$ cat src/sv/bst_pkg.sv
// Shared constants, codes and types of the BSSID table.
package bst_pkg;

   localparam int TABLE_SLOTS = 32;
   localparam int IDX_W       = (TABLE_SLOTS > 1) ? $clog2(TABLE_SLOTS) : 1;
   localparam int CNT_W       = $clog2(TABLE_SLOTS + 1);

   localparam int CMD_W   = 2;
   localparam int KEY_W   = 48;
   localparam int CHAN_W  = 4;
   localparam int MASK_W  = 16;
   localparam int RSSI_W  = 8;
   localparam int LIFE_W  = 4;
   localparam int SLOT_W  = 5;
   localparam int STAT_W  = 3;
   localparam int COUNT_W = 6;

   localparam int ADDR_W = 3;
   localparam int DATA_W = 32;

   localparam logic [LIFE_W-1:0] RELOAD_RESET = 4'd3;
   localparam logic [0:0] REG_LIFETIME_RELOAD = 1'b0;

   typedef enum logic [CMD_W-1:0] {
      CMD_OBSERVE     = 2'd0,
      CMD_BEGIN_SWEEP = 2'd1,
      CMD_END_SWEEP   = 2'd2,
      CMD_READ        = 2'd3
   } cmd_type;

   typedef enum logic [STAT_W-1:0] {
      STATUS_MERGED     = 3'd0,
      STATUS_INSERTED   = 3'd1,
      STATUS_FULL       = 3'd2,
      STATUS_SWEEP_DONE = 3'd3,
      STATUS_EMPTY      = 3'd4
   } status_type;

   typedef enum logic [2:0] {
      ST_IDLE,
      ST_LOOK,
      ST_APPLY,
      ST_PURGE,
      ST_OUT
   } state_type;

   typedef enum logic [1:0] {
      OP_HOLD,
      OP_LOOK,
      OP_APPLY,
      OP_SHIFT
   } cell_op_type;

   // broadcast from the sequencer to every cell
   typedef struct packed {
      cell_op_type              op;
      cmd_type                  cmd;
      logic                     any_hit;
      logic [KEY_W-1:0]         key;
      logic [MASK_W-1:0]        bitmask;
      logic signed [RSSI_W-1:0] rssi;
      logic [LIFE_W-1:0]        reload;
      logic [SLOT_W-1:0]        read_slot;
   } cell_ctrl_type;

   // slot contents collected along the row, one cell ORs in its own
   typedef struct packed {
      logic                valid;
      logic [IDX_W-1:0]    index;
      logic [KEY_W-1:0]    key;
      logic [MASK_W-1:0]   channels;
      logic [RSSI_W-1:0]   strength;
      logic [LIFE_W-1:0]   lifetime;
   } cell_data_type;

endpackage

$ cat src/sv/bst_if.sv
// Request and response channel interfaces of the BSSID table.
interface bst_req_if;
   import bst_pkg::*;

   logic                     valid;
   logic                     ready;
   logic [CMD_W-1:0]         command;
   logic [KEY_W-1:0]         bssid;
   logic [CHAN_W-1:0]        channel;
   logic signed [RSSI_W-1:0] rssi;
   logic [SLOT_W-1:0]        read_slot;

   modport source (output valid, command, bssid, channel, rssi, read_slot, input ready);
   modport sink (input valid, command, bssid, channel, rssi, read_slot, output ready);
endinterface

interface bst_rsp_if;
   import bst_pkg::*;

   logic                     valid;
   logic                     ready;
   logic [STAT_W-1:0]        status;
   logic [SLOT_W-1:0]        slot_index;
   logic [KEY_W-1:0]         entry_key;
   logic [MASK_W-1:0]        entry_channels;
   logic signed [RSSI_W-1:0] entry_strength;
   logic [LIFE_W-1:0]        entry_lifetime;
   logic [COUNT_W-1:0]       entry_count;

   modport source (output valid, status, slot_index, entry_key, entry_channels,
                   entry_strength, entry_lifetime, entry_count, input ready);
   modport sink (input valid, status, slot_index, entry_key, entry_channels,
                 entry_strength, entry_lifetime, entry_count, output ready);
endinterface

$ cat src/sv/bst_cell.sv
// One table slot: key compare, merge, aging and purge shift stage.
module bst_cell (
   input  logic                   clock,
   input  logic                   reset,
   input  bst_pkg::cell_ctrl_type ctrl,
   input  logic [bst_pkg::IDX_W-1:0] index,
   input  logic                   hit_before,
   input  logic                   free_before,
   output logic                   hit_after,
   output logic                   free_after,
   input  logic                   purge_prev,
   output logic                   purge_next,
   input  bst_pkg::cell_data_type data_prev,
   output bst_pkg::cell_data_type data_next
);
   import bst_pkg::*;

   logic valid_ff, valid_in;
   logic expiring_ff, expiring_in;
   logic purge_ff, purge_in;
   logic match_ff, match_in;
   logic free_ff, free_in;
   logic sel_ff, sel_in;
   logic [KEY_W-1:0]  key_ff, key_in;
   logic [MASK_W-1:0] chan_ff, chan_in;
   logic [RSSI_W-1:0] strength_ff, strength_in;
   logic [LIFE_W-1:0] life_ff, life_in;

   logic hit_first;
   logic free_first;

   assign hit_first  = match_ff & ~hit_before;
   assign free_first = free_ff & ~free_before;
   assign hit_after  = hit_before | match_ff;
   assign free_after = free_before | free_ff;
   assign purge_next = purge_ff;

   always_comb begin
      valid_in    = valid_ff;
      expiring_in = expiring_ff;
      purge_in    = purge_ff;
      match_in    = match_ff;
      free_in     = free_ff;
      sel_in      = sel_ff;
      key_in      = key_ff;
      chan_in     = chan_ff;
      strength_in = strength_ff;
      life_in     = life_ff;
      case (ctrl.op)
         OP_LOOK: begin
            match_in = valid_ff && (key_ff == ctrl.key);
            free_in  = ~valid_ff;
         end
         OP_APPLY: begin
            case (ctrl.cmd)
               CMD_OBSERVE: begin
                  sel_in = hit_first | (free_first & ~ctrl.any_hit);
                  if (hit_first) begin
                     if (life_ff == ctrl.reload) begin
                        chan_in = chan_ff | ctrl.bitmask;
                        if ($signed(strength_ff) > ctrl.rssi) begin
                           strength_in = ctrl.rssi;
                        end
                     end else begin
                        chan_in     = ctrl.bitmask;
                        strength_in = ctrl.rssi;
                        life_in     = ctrl.reload;
                     end
                  end else if (free_first && !ctrl.any_hit) begin
                     valid_in    = 1'b1;
                     expiring_in = 1'b0;
                     key_in      = ctrl.key;
                     chan_in     = ctrl.bitmask;
                     strength_in = ctrl.rssi;
                     life_in     = ctrl.reload;
                  end
               end
               CMD_BEGIN_SWEEP: begin
                  sel_in = 1'b0;
                  if (!valid_ff) begin
                     expiring_in = 1'b0;
                  end else if (life_ff == '0) begin
                     expiring_in = 1'b1;
                  end else begin
                     expiring_in = 1'b0;
                     life_in     = life_ff - LIFE_W'(1);
                  end
               end
               CMD_END_SWEEP: begin
                  sel_in      = 1'b0;
                  purge_in    = valid_ff & expiring_ff;
                  expiring_in = 1'b0;
                  if (valid_ff && expiring_ff) begin
                     valid_in = 1'b0;
                  end
               end
               CMD_READ: begin
                  sel_in = (9'(index) == 9'(ctrl.read_slot));
               end
               default: begin
                  sel_in = 1'b0;
               end
            endcase
         end
         OP_SHIFT: begin
            purge_in = purge_prev;
         end
         default: begin
         end
      endcase
   end

   always_ff @(posedge clock) begin
      if (reset) begin
         valid_ff    <= 1'b0;
         expiring_ff <= 1'b0;
         purge_ff    <= 1'b0;
         match_ff    <= 1'b0;
         free_ff     <= 1'b0;
         sel_ff      <= 1'b0;
      end else begin
         valid_ff    <= valid_in;
         expiring_ff <= expiring_in;
         purge_ff    <= purge_in;
         match_ff    <= match_in;
         free_ff     <= free_in;
         sel_ff      <= sel_in;
      end
   end

   always_ff @(posedge clock) begin
      key_ff      <= key_in;
      chan_ff     <= chan_in;
      strength_ff <= strength_in;
      life_ff     <= life_in;
   end

   // merge the selected valid slot into the word passed along the row
   always_comb begin
      data_next = data_prev;
      if (sel_ff && valid_ff) begin
         data_next.valid    = 1'b1;
         data_next.index    = data_prev.index | index;
         data_next.key      = data_prev.key | key_ff;
         data_next.channels = data_prev.channels | chan_ff;
         data_next.strength = data_prev.strength | strength_ff;
         data_next.lifetime = data_prev.lifetime | life_ff;
      end
   end

endmodule

$ cat src/sv/bst_csr.sv
// Configuration register file of the BSSID table on an APB-style port.
module bst_csr (
   input  logic                       clock,
   input  logic                       reset,
   input  logic                       psel,
   input  logic                       penable,
   input  logic                       pwrite,
   input  logic [bst_pkg::ADDR_W-1:0] paddr,
   input  logic [bst_pkg::DATA_W-1:0] pwdata,
   output logic [bst_pkg::DATA_W-1:0] prdata,
   output logic                       pready,
   output logic [bst_pkg::LIFE_W-1:0] lifetime_reload
);
   import bst_pkg::*;

   logic [LIFE_W-1:0] reload_ff, reload_in;
   logic [0:0]        reg_index;

   assign reg_index = paddr[ADDR_W-1];
   assign pready    = 1'b1;

   always_comb begin
      reload_in = reload_ff;
      if (psel && penable && pwrite && (reg_index == REG_LIFETIME_RELOAD)) begin
         reload_in = pwdata[LIFE_W-1:0];
      end
   end

   always_comb begin
      unique case (reg_index)
         REG_LIFETIME_RELOAD: prdata = DATA_W'(reload_ff);
         default:             prdata = '0;
      endcase
   end

   always_ff @(posedge clock) begin
      if (reset) begin
         reload_ff <= RELOAD_RESET;
      end else begin
         reload_ff <= reload_in;
      end
   end

   assign lifetime_reload = reload_ff;

endmodule

$ cat src/sv/bssid_table_with_aging.sv
// Top level of the BSSID table with aging: sequencer, cell row and result register.
//
// The req channel carries one command word (observe, begin sweep, end sweep,
// read slot); the rsp channel returns exactly one result word per command.
// The table is a row of TABLE_SLOTS cells, each holding one entry; the cells
// compare the key in parallel and pass hit, free, purge and read data along
// the row to their neighbors.
// Observe, begin sweep and read raise rsp.valid after the states look (key
// compare per cell), apply (first hit or first free slot along the row) and out
// (selected slot collected along the row into the output register); idle then
// accepts the next word. End sweep adds a purge state between apply and out: the
// purge marks shift out of the last cell one per cycle to update the entry count.
// One command is in work at a time; req.ready is high while the sequencer is
// idle, even when an earlier result still waits in the output register.
// If the receiver stalls, the result is held and a finished command waits in
// the out state until the register frees up.
// Reset empties the table (valid and expiring marks cleared at once, count 0) and
// loads lifetime_reload with 3; the block is ready once reset is released. The user
// writes lifetime_reload over the APB port only while idle, unchecked by the block.
module bssid_table_with_aging (
   input  logic                       clock,
   input  logic                       reset,
   bst_req_if.sink                    req,
   bst_rsp_if.source                  rsp,
   input  logic                       psel,
   input  logic                       penable,
   input  logic                       pwrite,
   input  logic [bst_pkg::ADDR_W-1:0] paddr,
   input  logic [bst_pkg::DATA_W-1:0] pwdata,
   output logic [bst_pkg::DATA_W-1:0] prdata,
   output logic                       pready
);
   import bst_pkg::*;

   // sequencer state and latched command word
   state_type state_ff, state_in;
   cmd_type   cmd_ff, cmd_in;
   logic [KEY_W-1:0]  key_ff, key_in;
   logic [MASK_W-1:0] bitmask_ff, bitmask_in;
   logic [RSSI_W-1:0] rssi_ff, rssi_in;
   logic [SLOT_W-1:0] slot_ff, slot_in;
   status_type        status_ff, status_in;
   logic [CNT_W-1:0]  count_ff, count_in;
   logic [IDX_W-1:0]  purge_cnt_ff, purge_cnt_in;

   // output register
   logic               out_valid_ff, out_valid_in;
   logic [STAT_W-1:0]  out_status_ff, out_status_in;
   logic [SLOT_W-1:0]  out_slot_ff, out_slot_in;
   logic [KEY_W-1:0]   out_key_ff, out_key_in;
   logic [MASK_W-1:0]  out_chan_ff, out_chan_in;
   logic [RSSI_W-1:0]  out_strength_ff, out_strength_in;
   logic [LIFE_W-1:0]  out_life_ff, out_life_in;
   logic [COUNT_W-1:0] out_count_ff, out_count_in;

   logic [LIFE_W-1:0] lifetime_reload;
   cell_ctrl_type     ctrl;
   cell_op_type       cell_op;
   logic              accept;
   logic              out_free;
   logic              any_hit;
   logic              any_free;
   logic              purge_last;
   logic [15:0]       idx_wide;
   logic [15:0]       count_wide;

   logic [TABLE_SLOTS:0] hit_chain;
   logic [TABLE_SLOTS:0] free_chain;
   logic [TABLE_SLOTS:0] purge_chain;
   cell_data_type        data_chain [TABLE_SLOTS+1];

   bst_csr u_csr (
      .clock           (clock),
      .reset           (reset),
      .psel            (psel),
      .penable         (penable),
      .pwrite          (pwrite),
      .paddr           (paddr),
      .pwdata          (pwdata),
      .prdata          (prdata),
      .pready          (pready),
      .lifetime_reload (lifetime_reload)
   );

   // row of cells; the head of every chain starts empty
   assign hit_chain[0]   = 1'b0;
   assign free_chain[0]  = 1'b0;
   assign purge_chain[0] = 1'b0;
   assign data_chain[0]  = '0;

   for (genvar i = 0; i < TABLE_SLOTS; i++) begin : g_cell
      bst_cell u_cell (
         .clock       (clock),
         .reset       (reset),
         .ctrl        (ctrl),
         .index       (IDX_W'(i)),
         .hit_before  (hit_chain[i]),
         .free_before (free_chain[i]),
         .hit_after   (hit_chain[i+1]),
         .free_after  (free_chain[i+1]),
         .purge_prev  (purge_chain[i]),
         .purge_next  (purge_chain[i+1]),
         .data_prev   (data_chain[i]),
         .data_next   (data_chain[i+1])
      );
   end

   assign any_hit    = hit_chain[TABLE_SLOTS];
   assign any_free   = free_chain[TABLE_SLOTS];
   assign purge_last = purge_chain[TABLE_SLOTS];

   assign out_free = ~out_valid_ff | rsp.ready;
   assign accept   = req.valid & req.ready;

   // broadcast to the row
   always_comb begin
      ctrl.op        = cell_op;
      ctrl.cmd       = cmd_ff;
      ctrl.any_hit   = any_hit;
      ctrl.key       = key_ff;
      ctrl.bitmask   = bitmask_ff;
      ctrl.rssi      = rssi_ff;
      ctrl.reload    = lifetime_reload;
      ctrl.read_slot = slot_ff;
   end

   // next state
   always_comb begin
      state_in = state_ff;
      unique case (state_ff)
         ST_IDLE:  if (req.valid) state_in = ST_LOOK;
         ST_LOOK:  state_in = ST_APPLY;
         ST_APPLY: state_in = (cmd_ff == CMD_END_SWEEP) ? ST_PURGE : ST_OUT;
         ST_PURGE: if (purge_cnt_ff == IDX_W'(TABLE_SLOTS - 1)) state_in = ST_OUT;
         ST_OUT:   if (out_free) state_in = ST_IDLE;
         default:  state_in = ST_IDLE;
      endcase
   end

   // sequencer outputs; hold off the req channel while reset is applied
   always_comb begin
      req.ready = 1'b0;
      cell_op   = OP_HOLD;
      unique case (state_ff)
         ST_IDLE:  req.ready = ~reset;
         ST_LOOK:  cell_op = OP_LOOK;
         ST_APPLY: cell_op = OP_APPLY;
         ST_PURGE: cell_op = OP_SHIFT;
         ST_OUT:   cell_op = OP_HOLD;
         default:  cell_op = OP_HOLD;
      endcase
   end

   // latch the command word, settle status and entry count
   always_comb begin
      cmd_in       = cmd_ff;
      key_in       = key_ff;
      bitmask_in   = bitmask_ff;
      rssi_in      = rssi_ff;
      slot_in      = slot_ff;
      status_in    = status_ff;
      count_in     = count_ff;
      purge_cnt_in = purge_cnt_ff;
      if (accept) begin
         cmd_in     = cmd_type'(req.command);
         key_in     = req.bssid;
         bitmask_in = MASK_W'(1) << req.channel;
         rssi_in    = req.rssi;
         slot_in    = req.read_slot;
      end
      if (state_ff == ST_APPLY) begin
         purge_cnt_in = '0;
         case (cmd_ff) inside
            CMD_OBSERVE: begin
               if (any_hit) begin
                  status_in = STATUS_MERGED;
               end else if (any_free) begin
                  status_in = STATUS_INSERTED;
                  count_in  = count_ff + CNT_W'(1);
               end else begin
                  status_in = STATUS_FULL;
               end
            end
            CMD_BEGIN_SWEEP, CMD_END_SWEEP: status_in = STATUS_SWEEP_DONE;
            default:                        status_in = STATUS_MERGED;
         endcase
      end
      if (state_ff == ST_PURGE) begin
         // count each purge mark as it leaves the end of the row
         purge_cnt_in = purge_cnt_ff + IDX_W'(1);
         if (purge_last) begin
            count_in = count_ff - CNT_W'(1);
         end
      end
   end

   assign idx_wide   = 16'(data_chain[TABLE_SLOTS].index);
   assign count_wide = 16'(count_ff);

   // load the result word from the data collected along the row
   always_comb begin
      out_valid_in    = out_valid_ff & ~rsp.ready;
      out_status_in   = out_status_ff;
      out_slot_in     = out_slot_ff;
      out_key_in      = out_key_ff;
      out_chan_in     = out_chan_ff;
      out_strength_in = out_strength_ff;
      out_life_in     = out_life_ff;
      out_count_in    = out_count_ff;
      if (state_ff == ST_OUT && out_free) begin
         out_valid_in    = 1'b1;
         out_key_in      = data_chain[TABLE_SLOTS].key;
         out_chan_in     = data_chain[TABLE_SLOTS].channels;
         out_strength_in = data_chain[TABLE_SLOTS].strength;
         out_life_in     = data_chain[TABLE_SLOTS].lifetime;
         out_count_in    = count_wide[COUNT_W-1:0];
         if (cmd_ff == CMD_READ) begin
            out_slot_in   = slot_ff;
            out_status_in = data_chain[TABLE_SLOTS].valid ? STATUS_MERGED : STATUS_EMPTY;
         end else begin
            out_slot_in   = idx_wide[SLOT_W-1:0];
            out_status_in = status_ff;
         end
      end
   end

   always_ff @(posedge clock) begin
      if (reset) begin
         state_ff     <= ST_IDLE;
         count_ff     <= '0;
         out_valid_ff <= 1'b0;
      end else begin
         state_ff     <= state_in;
         count_ff     <= count_in;
         out_valid_ff <= out_valid_in;
      end
   end

   always_ff @(posedge clock) begin
      cmd_ff          <= cmd_in;
      key_ff          <= key_in;
      bitmask_ff      <= bitmask_in;
      rssi_ff         <= rssi_in;
      slot_ff         <= slot_in;
      status_ff       <= status_in;
      purge_cnt_ff    <= purge_cnt_in;
      out_status_ff   <= out_status_in;
      out_slot_ff     <= out_slot_in;
      out_key_ff      <= out_key_in;
      out_chan_ff     <= out_chan_in;
      out_strength_ff <= out_strength_in;
      out_life_ff     <= out_life_in;
      out_count_ff    <= out_count_in;
   end

   assign rsp.valid          = out_valid_ff;
   assign rsp.status         = out_status_ff;
   assign rsp.slot_index     = out_slot_ff;
   assign rsp.entry_key      = out_key_ff;
   assign rsp.entry_channels = out_chan_ff;
   assign rsp.entry_strength = out_strength_ff;
   assign rsp.entry_lifetime = out_life_ff;
   assign rsp.entry_count    = out_count_ff;

   a_count_bound: assert property (@(posedge clock) disable iff (reset)
      count_ff <= CNT_W'(TABLE_SLOTS))
      else $error("entry count above table size");

   a_accept_look: assert property (@(posedge clock) disable iff (reset)
      accept |=> state_ff == ST_LOOK)
      else $error("accepted word did not start a lookup");

   a_end_sweep_purge: assert property (@(posedge clock) disable iff (reset)
      (state_ff == ST_APPLY && cmd_ff == CMD_END_SWEEP) |=> state_ff == ST_PURGE)
      else $error("end sweep skipped the purge shift");

   a_result_from_out: assert property (@(posedge clock) disable iff (reset)
      $rose(out_valid_ff) |-> $past(state_ff) == ST_OUT)
      else $error("result word loaded outside the out state");

endmodule

$ cat src/flat_wrapper.sv
// flat-port wrapper written by rule: the top's interface ports become plain ports
module bssid_table_with_aging_flat import bst_pkg::*;
  (clock, reset, psel, penable, pwrite, paddr, pwdata, prdata, pready, req_valid, req_command, req_bssid, req_channel, req_rssi, req_read_slot, req_ready, rsp_valid, rsp_status, rsp_slot_index, rsp_entry_key, rsp_entry_channels, rsp_entry_strength, rsp_entry_lifetime, rsp_entry_count, rsp_ready);
  bst_req_if req_i ();
  bst_rsp_if rsp_i ();
  input  logic clock;
  input  logic reset;
  input  logic psel;
  input  logic penable;
  input  logic pwrite;
  input  logic [bst_pkg::ADDR_W-1:0] paddr;
  input  logic [bst_pkg::DATA_W-1:0] pwdata;
  output logic [bst_pkg::DATA_W-1:0] prdata;
  output logic pready;
  input wire logic [$bits(req_i.valid)-1:0] req_valid;
  input wire logic [$bits(req_i.command)-1:0] req_command;
  input wire logic [$bits(req_i.bssid)-1:0] req_bssid;
  input wire logic [$bits(req_i.channel)-1:0] req_channel;
  input wire logic [$bits(req_i.rssi)-1:0] req_rssi;
  input wire logic [$bits(req_i.read_slot)-1:0] req_read_slot;
  output wire logic [$bits(req_i.ready)-1:0] req_ready;
  output wire logic [$bits(rsp_i.valid)-1:0] rsp_valid;
  output wire logic [$bits(rsp_i.status)-1:0] rsp_status;
  output wire logic [$bits(rsp_i.slot_index)-1:0] rsp_slot_index;
  output wire logic [$bits(rsp_i.entry_key)-1:0] rsp_entry_key;
  output wire logic [$bits(rsp_i.entry_channels)-1:0] rsp_entry_channels;
  output wire logic [$bits(rsp_i.entry_strength)-1:0] rsp_entry_strength;
  output wire logic [$bits(rsp_i.entry_lifetime)-1:0] rsp_entry_lifetime;
  output wire logic [$bits(rsp_i.entry_count)-1:0] rsp_entry_count;
  input wire logic [$bits(rsp_i.ready)-1:0] rsp_ready;
  assign req_i.valid = req_valid;
  assign req_i.command = req_command;
  assign req_i.bssid = req_bssid;
  assign req_i.channel = req_channel;
  assign req_i.rssi = req_rssi;
  assign req_i.read_slot = req_read_slot;
  assign req_ready = req_i.ready;
  assign rsp_valid = rsp_i.valid;
  assign rsp_status = rsp_i.status;
  assign rsp_slot_index = rsp_i.slot_index;
  assign rsp_entry_key = rsp_i.entry_key;
  assign rsp_entry_channels = rsp_i.entry_channels;
  assign rsp_entry_strength = rsp_i.entry_strength;
  assign rsp_entry_lifetime = rsp_i.entry_lifetime;
  assign rsp_entry_count = rsp_i.entry_count;
  assign rsp_i.ready = rsp_ready;
  bssid_table_with_aging u_core (.clock(clock), .reset(reset), .req(req_i), .rsp(rsp_i), .psel(psel), .penable(penable), .pwrite(pwrite), .paddr(paddr), .pwdata(pwdata), .prdata(prdata), .pready(pready));
endmodule
$ cat config.mk
export PLATFORM = sky130hd
export DESIGN_NAME = bssid_table_with_aging_flat
export DESIGN_NICKNAME = d
export VERILOG_FILES = /design/src/sv/bst_pkg.sv /design/src/sv/bst_if.sv /design/src/sv/bst_cell.sv /design/src/sv/bst_csr.sv /design/src/sv/bssid_table_with_aging.sv /design/src/flat_wrapper.sv
export SDC_FILE = /design/constraint.sdc
export NUM_CORES = 2
export LEC_CHECK = 0
export BUFFER_PORTS_ARGS = -buffer_cell sky130_fd_sc_hd__buf_2
export CAP_MARGIN = 20
export CORE_MARGIN = 4
export CORE_UTILIZATION = 58
export CTS_CLUSTER_SIZE = 20
export DETAILED_ROUTE_END_ITERATION = 12
export PLACE_DENSITY = 0.77
export SETUP_SLACK_MARGIN = 0.3
export SLEW_MARGIN = 40
export SYNTH_ARGS = -nofsm -noshare
export SYNTH_HDL_FRONTEND = slang
export SYNTH_HIERARCHICAL = 1
export SYNTH_SLANG_ARGS = --single-unit
$ cat constraint.sdc
create_clock -name clock -period 12.7 [get_ports clock]
set_input_delay 1.27 -clock clock [delete_from_list [all_inputs] [get_ports clock]]
set_output_delay 1.27 -clock clock [all_outputs]
set_load 0.05 [all_outputs]
# == Yosys cells after proc, flatten, opt, wreduce, memory -nomap -nowiden ==
# Index checks and enable logic that the tools add are counted.
# classes
n_reduce_logical,400
eq_ne,366
bitwise_logic,509
n_addsub,35
shifts,1
mux,856
magnitude_cmp,32
# ops
operator,count
$mux 82,32
$eq 48x48->1,32
$mux 16,96
$or 48x48->48,31
$mux 8,128
$or 16x16->16,63
$mux 4,161
$reduce_and 4->1,96
$ne 2x2->1 const B,161
$mux 1,258
$gt 8x8->1,32
$pmux 4 s2,32
$or 8x8->8,31
$ne 3x3->1 const B,64
$pmux 1 s3,64
$reduce_and 6->1,32
$reduce_and 5->1,32
$logic_and 1x1->1,132
$not 1->1,130
$and 1x1->1,128
$eq 4x4->1,32
$logic_not 4->1,32
$pmux 1 s2,64
$sub 4x1->4 const B,32
other kinds (34),304
# totals
elab_cells,2537
register_bits,2815
out_inout_bits,125
inputBits,109

# == Depth between registers and ports, before layout ==
# logic_depth
depth_word,66
mapped_depth,37

# == Modules after synthesis ==
# Netlist, hierarchy kept.
# modules_own_cells
mod,cells_per_inst,area_each_um2,n_inst,seq_area_each_um2
bst_cell (u_core.g_cell[16].u_cell ...),363,4474.3,25,2402.3
bst_cell (u_core.g_cell[0].u_cell ...),371,4504.3,5,2402.3
bssid_table_with_aging,314,6276.0,1,5485.3
bst_cell (u_core.g_cell[14].u_cell),365,4481.8,1,2402.3
bst_cell (u_core.g_cell[10].u_cell),361,4466.8,1,2402.3
bst_csr,53,441.7,1,80.1

# == Worst setup path before layout ==
# No wires, ideal clock.
# synth_timing
path_type,register to register
start,register u_core.g_cell[0].u_cell.match_ff
end,register u_core.g_cell[10].u_cell.strength_ff[0] (enable)
setup_slack_ps,887
path_stages_with_launch,37
t_arrival_ps,11428
synth_period_minus_slack_ps,11813
n_path_buf,0
setup_time_ps,385
t_required_ps,12315
path_cell_list,dfxtp_1 or2_2 or2_2 or2_2 or2_2 or2_2 or2_2 or2_2 or2_2 or2_2 or2_2 or2_2 or2_2 or2_2 or2_2 or2_2 or2_2 or2_2 or2_2 or2_2 or2_2 or2_2 or2_2 or2_2 or2_2 or2_2 or2_2 or2_2 or2_2 or2_2 or2_2 or2_2 or2_2 nor3b_2 o21bai_1 and3_1 a21boi_0
# synth_between
elab_chain_len,35
word_cells_on_any_way,38
cone_classes,eq/ne (1); bitwise (33); reduce/logical (4)
# synth_rtl
item,line,source
"start, declared",bst_cell.sv:21,"logic match_ff, match_in;"
"start signal, assigned",bst_cell.sv:125,match_ff <= match_in;
$or 1x1->1,bst_cell.sv:34,assign hit_after = hit_before | match_ff;
via u_core.hit_chain[2],bssid_table_with_aging.sv:67,logic [TABLE_SLOTS:0] hit_chain;
$or 1x1->1,bst_cell.sv:34,
via u_core.hit_chain[3],bssid_table_with_aging.sv:67,
$or 1x1->1,bst_cell.sv:34,
via u_core.hit_chain[4],bssid_table_with_aging.sv:67,
$or 1x1->1,bst_cell.sv:34,
via u_core.hit_chain[5],bssid_table_with_aging.sv:67,
[... 1 more ...],n/a,
via u_core.hit_chain[6],bssid_table_with_aging.sv:67,
[... 1 more ...],n/a,
via u_core.hit_chain[7],bssid_table_with_aging.sv:67,
[... 1 more ...],n/a,
via u_core.hit_chain[8],bssid_table_with_aging.sv:67,
[... 1 more ...],n/a,
via u_core.hit_chain[9],bssid_table_with_aging.sv:67,
[... 1 more ...],n/a,
via u_core.hit_chain[10],bssid_table_with_aging.sv:67,
[... 1 more ...],n/a,
via u_core.hit_chain[11],bssid_table_with_aging.sv:67,
[... 1 more ...],n/a,
via u_core.hit_chain[12],bssid_table_with_aging.sv:67,
[... 1 more ...],n/a,
via u_core.hit_chain[13],bssid_table_with_aging.sv:67,
[... 1 more ...],n/a,
via u_core.hit_chain[14],bssid_table_with_aging.sv:67,
[... 1 more ...],n/a,
via u_core.hit_chain[15],bssid_table_with_aging.sv:67,
[... 1 more ...],n/a,
via u_core.hit_chain[16],bssid_table_with_aging.sv:67,
[... 1 more ...],n/a,
via u_core.hit_chain[17],bssid_table_with_aging.sv:67,
[... 1 more ...],n/a,
via u_core.hit_chain[18],bssid_table_with_aging.sv:67,
[... 1 more ...],n/a,
via u_core.hit_chain[19],bssid_table_with_aging.sv:67,
[... 1 more ...],n/a,
via u_core.hit_chain[20],bssid_table_with_aging.sv:67,
[... 1 more ...],n/a,
via u_core.hit_chain[21],bssid_table_with_aging.sv:67,
[... 1 more ...],n/a,
via u_core.hit_chain[22],bssid_table_with_aging.sv:67,
[... 1 more ...],n/a,
via u_core.hit_chain[23],bssid_table_with_aging.sv:67,
[... 1 more ...],n/a,
via u_core.hit_chain[24],bssid_table_with_aging.sv:67,
[... 1 more ...],n/a,
via u_core.hit_chain[25],bssid_table_with_aging.sv:67,
[... 1 more ...],n/a,
via u_core.hit_chain[26],bssid_table_with_aging.sv:67,
[... 1 more ...],n/a,
via u_core.hit_chain[27],bssid_table_with_aging.sv:67,
[... 1 more ...],n/a,
via u_core.hit_chain[28],bssid_table_with_aging.sv:67,
[... 1 more ...],n/a,
via u_core.hit_chain[29],bssid_table_with_aging.sv:67,
[... 1 more ...],n/a,
via u_core.hit_chain[30],bssid_table_with_aging.sv:67,
$or 1x1->1,bst_cell.sv:34,
via u_core.hit_chain[31],bssid_table_with_aging.sv:67,
$or 1x1->1,bst_cell.sv:34,
via u_core.any_hit,bssid_table_with_aging.sv:61,logic any_hit;
$logic_not 1->1,bst_cell.sv:69,end else if (free_first && !ctrl.any_hit) begin
$logic_and 1x1->1,bst_cell.sv:69,
$reduce_bool 2->1 (no source line),n/a,
$reduce_and 4->1 (no source line),n/a,
"end signal, assigned",bst_cell.sv:134,strength_ff <= strength_in;
"end, declared",bst_cell.sv:26,"logic [RSSI_W-1:0] strength_ff, strength_in;"
# The timed path passes the listed nets, and every way through them passes these cells.
# A chain may end at the register's enable or synchronous reset.

# == Final worst setup path ==
# layout_timing
start,register u_core.g_cell[0].u_cell.match_ff
end,register u_core.g_cell[23].u_cell.strength_ff[6] (enable)
# layout_between
elab_chain_len,35
word_cells_on_any_way,38
cone_classes,eq/ne (1); bitwise (33); reduce/logical (4)
# layout_rtl
item,line
$or 1x1->1,bst_cell.sv:34
via u_core.hit_chain[2],bssid_table_with_aging.sv:67
$or 1x1->1,bst_cell.sv:34
via u_core.hit_chain[3],bssid_table_with_aging.sv:67
$or 1x1->1,bst_cell.sv:34
via u_core.hit_chain[4],bssid_table_with_aging.sv:67
$or 1x1->1,bst_cell.sv:34
via u_core.hit_chain[5],bssid_table_with_aging.sv:67
[... 1 more ...],n/a
via u_core.hit_chain[6],bssid_table_with_aging.sv:67
[... 1 more ...],n/a
via u_core.hit_chain[7],bssid_table_with_aging.sv:67
[... 1 more ...],n/a
via u_core.hit_chain[8],bssid_table_with_aging.sv:67
[... 1 more ...],n/a
via u_core.hit_chain[9],bssid_table_with_aging.sv:67
[... 1 more ...],n/a
via u_core.hit_chain[10],bssid_table_with_aging.sv:67
[... 1 more ...],n/a
via u_core.hit_chain[11],bssid_table_with_aging.sv:67
[... 1 more ...],n/a
via u_core.hit_chain[12],bssid_table_with_aging.sv:67
[... 1 more ...],n/a
via u_core.hit_chain[13],bssid_table_with_aging.sv:67
[... 1 more ...],n/a
via u_core.hit_chain[14],bssid_table_with_aging.sv:67
[... 1 more ...],n/a
via u_core.hit_chain[15],bssid_table_with_aging.sv:67
[... 1 more ...],n/a
via u_core.hit_chain[16],bssid_table_with_aging.sv:67
[... 1 more ...],n/a
via u_core.hit_chain[17],bssid_table_with_aging.sv:67
[... 1 more ...],n/a
via u_core.hit_chain[18],bssid_table_with_aging.sv:67
[... 1 more ...],n/a
via u_core.hit_chain[19],bssid_table_with_aging.sv:67
[... 1 more ...],n/a
via u_core.hit_chain[20],bssid_table_with_aging.sv:67
[... 1 more ...],n/a
via u_core.hit_chain[21],bssid_table_with_aging.sv:67
[... 1 more ...],n/a
via u_core.hit_chain[22],bssid_table_with_aging.sv:67
[... 1 more ...],n/a
via u_core.hit_chain[23],bssid_table_with_aging.sv:67
[... 1 more ...],n/a
via u_core.hit_chain[24],bssid_table_with_aging.sv:67
[... 1 more ...],n/a
via u_core.hit_chain[25],bssid_table_with_aging.sv:67
[... 1 more ...],n/a
via u_core.hit_chain[26],bssid_table_with_aging.sv:67
[... 1 more ...],n/a
via u_core.hit_chain[27],bssid_table_with_aging.sv:67
[... 1 more ...],n/a
via u_core.hit_chain[28],bssid_table_with_aging.sv:67
[... 1 more ...],n/a
via u_core.hit_chain[29],bssid_table_with_aging.sv:67
[... 1 more ...],n/a
via u_core.hit_chain[30],bssid_table_with_aging.sv:67
$or 1x1->1,bst_cell.sv:34
via u_core.hit_chain[31],bssid_table_with_aging.sv:67
$or 1x1->1,bst_cell.sv:34
via u_core.any_hit,bssid_table_with_aging.sv:61
$logic_not 1->1,bst_cell.sv:69
$logic_and 1x1->1,bst_cell.sv:69
$reduce_bool 2->1 (no source line),n/a
$reduce_and 4->1 (no source line),n/a
"end signal, assigned",bst_cell.sv:134
"end, declared",bst_cell.sv:26
# The timed path passes the listed nets, and every way through them passes these cells.

==> flow_metrics.env <==
export IMPL_status="complete, no violations"
export IMPL_worst_pin_slew_ns=0.9104
export IMPL_reg2reg_depth=38
export IMPL_p_int_mw=16.15
export IMPL_clk_pin_slew_worst_paths_ns=0.06
export IMPL_yosysUniqueCellTypes=62
export IMPL_hold_viol_final=0
export IMPL_area_growth_pct=11.07
export IMPL_critical_path_buf_inv_count=2
export IMPL_hold_buffers=0
export IMPL_hpwl_mm=254.7
export IMPL_grt_pass1_wl_mm=562.2
export IMPL_synth_edf_count=2608
export IMPL_wirelength_mm=363.2
export IMPL_grtUsageTotal=0.2652
export IMPL_clockBufferDepth=4
export IMPL_chipWidth_um=516.6
export IMPL_start_util=0.5835
export IMPL_fin_nets=13400
export IMPL_p_per_area_nw_per_um2=127.3
export IMPL_viasPerCell=6.044
export IMPL_wire_per_inst_um=22.09
export IMPL_crit_required_ns=13.33
export IMPL_ant_nets=0
export IMPL_slew_headroom=0.3875
export IMPL_ys_seq_elements=2814
export IMPL_clock_sinks=2814
export IMPL_holdWs_ns=0.4735
export IMPL_max_freq_ghz=0.08364
export IMPL_swShare=0.2390
export IMPL_p_seq_frac=0.491
export IMPL_fp_row_count=186
export IMPL_cp_slowest_stage_delay_ns=0.38
export IMPL_clk_latency_ns=0.96
export IMPL_drv_slew=0
export IMPL_tns_ns=0
export IMPL_dieArea_um2=266900
export IMPL_crit_slowest_cell="or2_4"
export IMPL_ir_drop_mv=0.1547
export IMPL_postCtsSetupBuffers=0
export IMPL_leakage_nw=71.71
export IMPL_stdcell_count=16450
export IMPL_yosysWarnings=6
export IMPL_drt_iter0_drc=9427
export IMPL_p_switching_mw=5.071
export IMPL_comb_power_share=0.113
export IMPL_grt_remaining_overflow=0
export IMPL_drc=0
export IMPL_cp_data_arrival_time_ns=12.58
export IMPL_cts_root_buffer="clkbuf_16"
export IMPL_rsz0062_at_grt="no"
export IMPL_antenna_found_initial=12
export IMPL_skew_ns=0.08761
export IMPL_async_flop_share=0
export IMPL_timing_final_ws_setup_ns=0.7437
export IMPL_fin_crit_ns=11.96
export IMPL_numCtsBuffers=310
export IMPL_io_buffers=174
export IMPL_hold_path_class="flop to flop"
export IMPL_end_kind="flop"
export IMPL_netlist_area_um2=150000
export IMPL_critical_path_top_delay_family="simple AND/OR/NAND/NOR gates"
export IMPL_syn_inst=12020
export IMPL_synth_ff_type="edfxtp_1"
export IMPL_clockPowerShare=0.396
export IMPL_finalCritPeriodShare=0.9414
export IMPL_gp_congestion=0.8718
export IMPL_maxCapViolCount=0
export IMPL_setup_violations_final=0
export IMPL_critPathLaunchType="flop"
export IMPL_cp_max_fo=14
export IMPL_utilization=0.6481
export IMPL_num_io_pins=234
export IMPL_first_global_vias=101700
export IMPL_crit_type="flop to flop"
export IMPL_crit_top_cell="or2_2"
export IMPL_htreeDepth=5
export IMPL_avgSynthCellArea_um2=12.48
export IMPL_drive_above_1_share=0.1062
export IMPL_cts_tree="built"
export IMPL_grt_max_degree=87
export IMPL_drt_first_pass_iters=8
export IMPL_pre_cts_slack_ns=0.6035
export IMPL_die_h_um=516.6
export IMPL_seq_area_frac_synth=0.5494
export IMPL_core_um2=257200
export IMPL_dp_cells=15900
export IMPL_via_count=99390
export IMPL_path_depth=38
export IMPL_holdPathStages=2
==> final cells by class <==
class	count	area (um^2)
inverters	597	2243
diodes	3	7.507
clock inverters	138	1064
well taps	3384	4234
multi-input cells	8656	65150
flip-flops and latches	2814	82450
clock buffers	396	8287
repair buffers	458	3224
fillers	18400	90500
==> worst register-to-register path, delay by kind of cell (launching register included) <==
family | cells | cell delay, ns
and+or+nand+nor | 34 | 10.36
buffers and inverters | 2 | 0.50
AOI/OAI and AO/OA | 2 | 0.49
DFF | 1 | 0.32
==> cell usage after synthesis, types with 28 or more instances <==
cell type,n,area share
mux2i_1,101,0.0067
o32ai_1,32,0.0019
and2_1,33,0.0014
or2_2,92,0.0038
o21ai_0,100,0.0033
a21o_2,216,0.013
nand2b_1,103,0.0043
nand4b_1,34,0.0020
and4_1,32,0.0019
nor2_1,310,0.0078
clkbuf_1,41,0.0010
a21o_1,2925,0.15
a211oi_1,34,0.0017
a221oi_1,33,0.0019
mux2_2,32,0.0024
xor2_1,537,0.031
a21boi_0,59,0.0030
nor3_1,73,0.0024
edfxtp_1,2608,0.52
and2b_1,33,0.0017
o21bai_1,64,0.0032
nand4_1,339,0.014
nand2_1,236,0.0059
a21boi_1,37,0.0019
and3_1,67,0.0028
a21oi_1,228,0.0076
buf_6,28,0.0021
a311oi_1,32,0.0019
buf_2,291,0.0097
ha_1,455,0.038
o21ai_1,38,0.0013
o211ai_1,33,0.0017
a2111o_1,42,0.0032
nor3b_2,32,0.0027
xnor2_1,1292,0.075
nor4_1,170,0.0071
dfxtp_1,206,0.027
nand3_1,148,0.0049
nor2b_1,109,0.0045
inv_1,597,0.015
nor3_4,32,0.0035
buf_4,29,0.0015
==> metrics by stage <==
stage / power (mW) / cell area [um^2]
after floorplan: 12.33 / 151700
after global placement: 12.87 / 156800
after detailed placement: 12.97 / 157100
after CTS: 21.35 / 166400
after global routing: 21.98 / 166700
final: 21.22 / 166700
==> state kept, by name (all words and copies together), names as in the netlist, 48 cells and up <==
register                          flops
u_core/g_cell.u_cell/strength_ff    256
u_core/key_ff                        48
u_core/g_cell.u_cell/key_ff        1536
u_core/g_cell.u_cell/life_ff        128
u_core/rsp.entry_key                 48
u_core/g_cell.u_cell/chan_ff        512
==> power by group through the flow <==
stage / sequential (mW) / combinational, mW / clock, mW
after global placement: 10.6 / 2.24 / 0
final: 10.4 / 2.39 / 8.41
after detailed placement: 10.6 / 2.36 / 0
after CTS: 10.4 / 2.37 / 8.56
after floorplan: 10.9 / 1.46 / 0
after global routing: 10.4 / 2.60 / 8.95
==> cell families (layout without fill, tap and decap cells) <==
| family | after synthesis | in the layout | synth area share |
|---|---|---|---|
| compound gates | 3901 | 3901 | 0.1928 |
| xor+xnor | 1829 | 1829 | 0.1068 |
| mux | 139 | 139 | 0.009590 |
| fa+ha+maj | 455 | 455 | 0.03794 |
| other cells | 4 | 440 | 0.0001000 |
| buf+inv | 986 | 1589 | 0.02922 |
| simple gates | 1895 | 1895 | 0.07421 |
| flops | 2814 | 2814 | 0.5494 |
==> routing by layer <==
metal	GRT usage	part of all wire	vias to the layer above
met5	0	0.000066	-
met4	0.07112	0.023	4
met3	0.03792	0.065	610
met2	0.4471	0.49	3254
met1	0.3613	0.42	49740
li1	-	-	45780
==> worst paths after layout <==
kind                                                          start                                       to  slack (ns)
worst max register to register     u_core/g_cell[0].u_cell/match_ff  u_core/g_cell[23].u_cell/strength_ff[6]        0.74
worst min register to register  u_core/g_cell[10].u_cell/purge_next      u_core/g_cell[10].u_cell/purge_next        0.47
worst max-delay path               u_core/g_cell[0].u_cell/match_ff  u_core/g_cell[23].u_cell/strength_ff[6]        0.74
worst min-delay path            u_core/g_cell[10].u_cell/purge_next      u_core/g_cell[10].u_cell/purge_next        0.47
==> layout by cell type, fill, tap and decap left out, types with 103 or more instances in the layout <==
| cell type | instances |
|---|---|
| a21o_1 | 2925 |
| a21oi_1 | 228 |
| nor2b_1 | 108 |
| dfxtp_1 | 202 |
| nor4_1 | 142 |
| nand3_1 | 148 |
| clkbuf_16 | 317 |
| buf_2 | 173 |
| edfxtp_1 | 2608 |
| inv_1 | 596 |
| ha_1 | 455 |
| nand2_1 | 236 |
| xnor2_1 | 1292 |
| nand4_1 | 339 |
| conb_1 | 437 |
| a21o_2 | 216 |
| buf_4 | 237 |
| nand2b_1 | 103 |
| nor2_1 | 309 |
| xor2_1 | 537 |
==> what timing repair did <==
item                                    4_1_cts  5_1_grt
endpoints found under the hold margin         0        0
endpoints found under the setup margin        0     1129
gates resized for setup                       0        2
No activity file was read; power rests on OpenSTA's default activity.
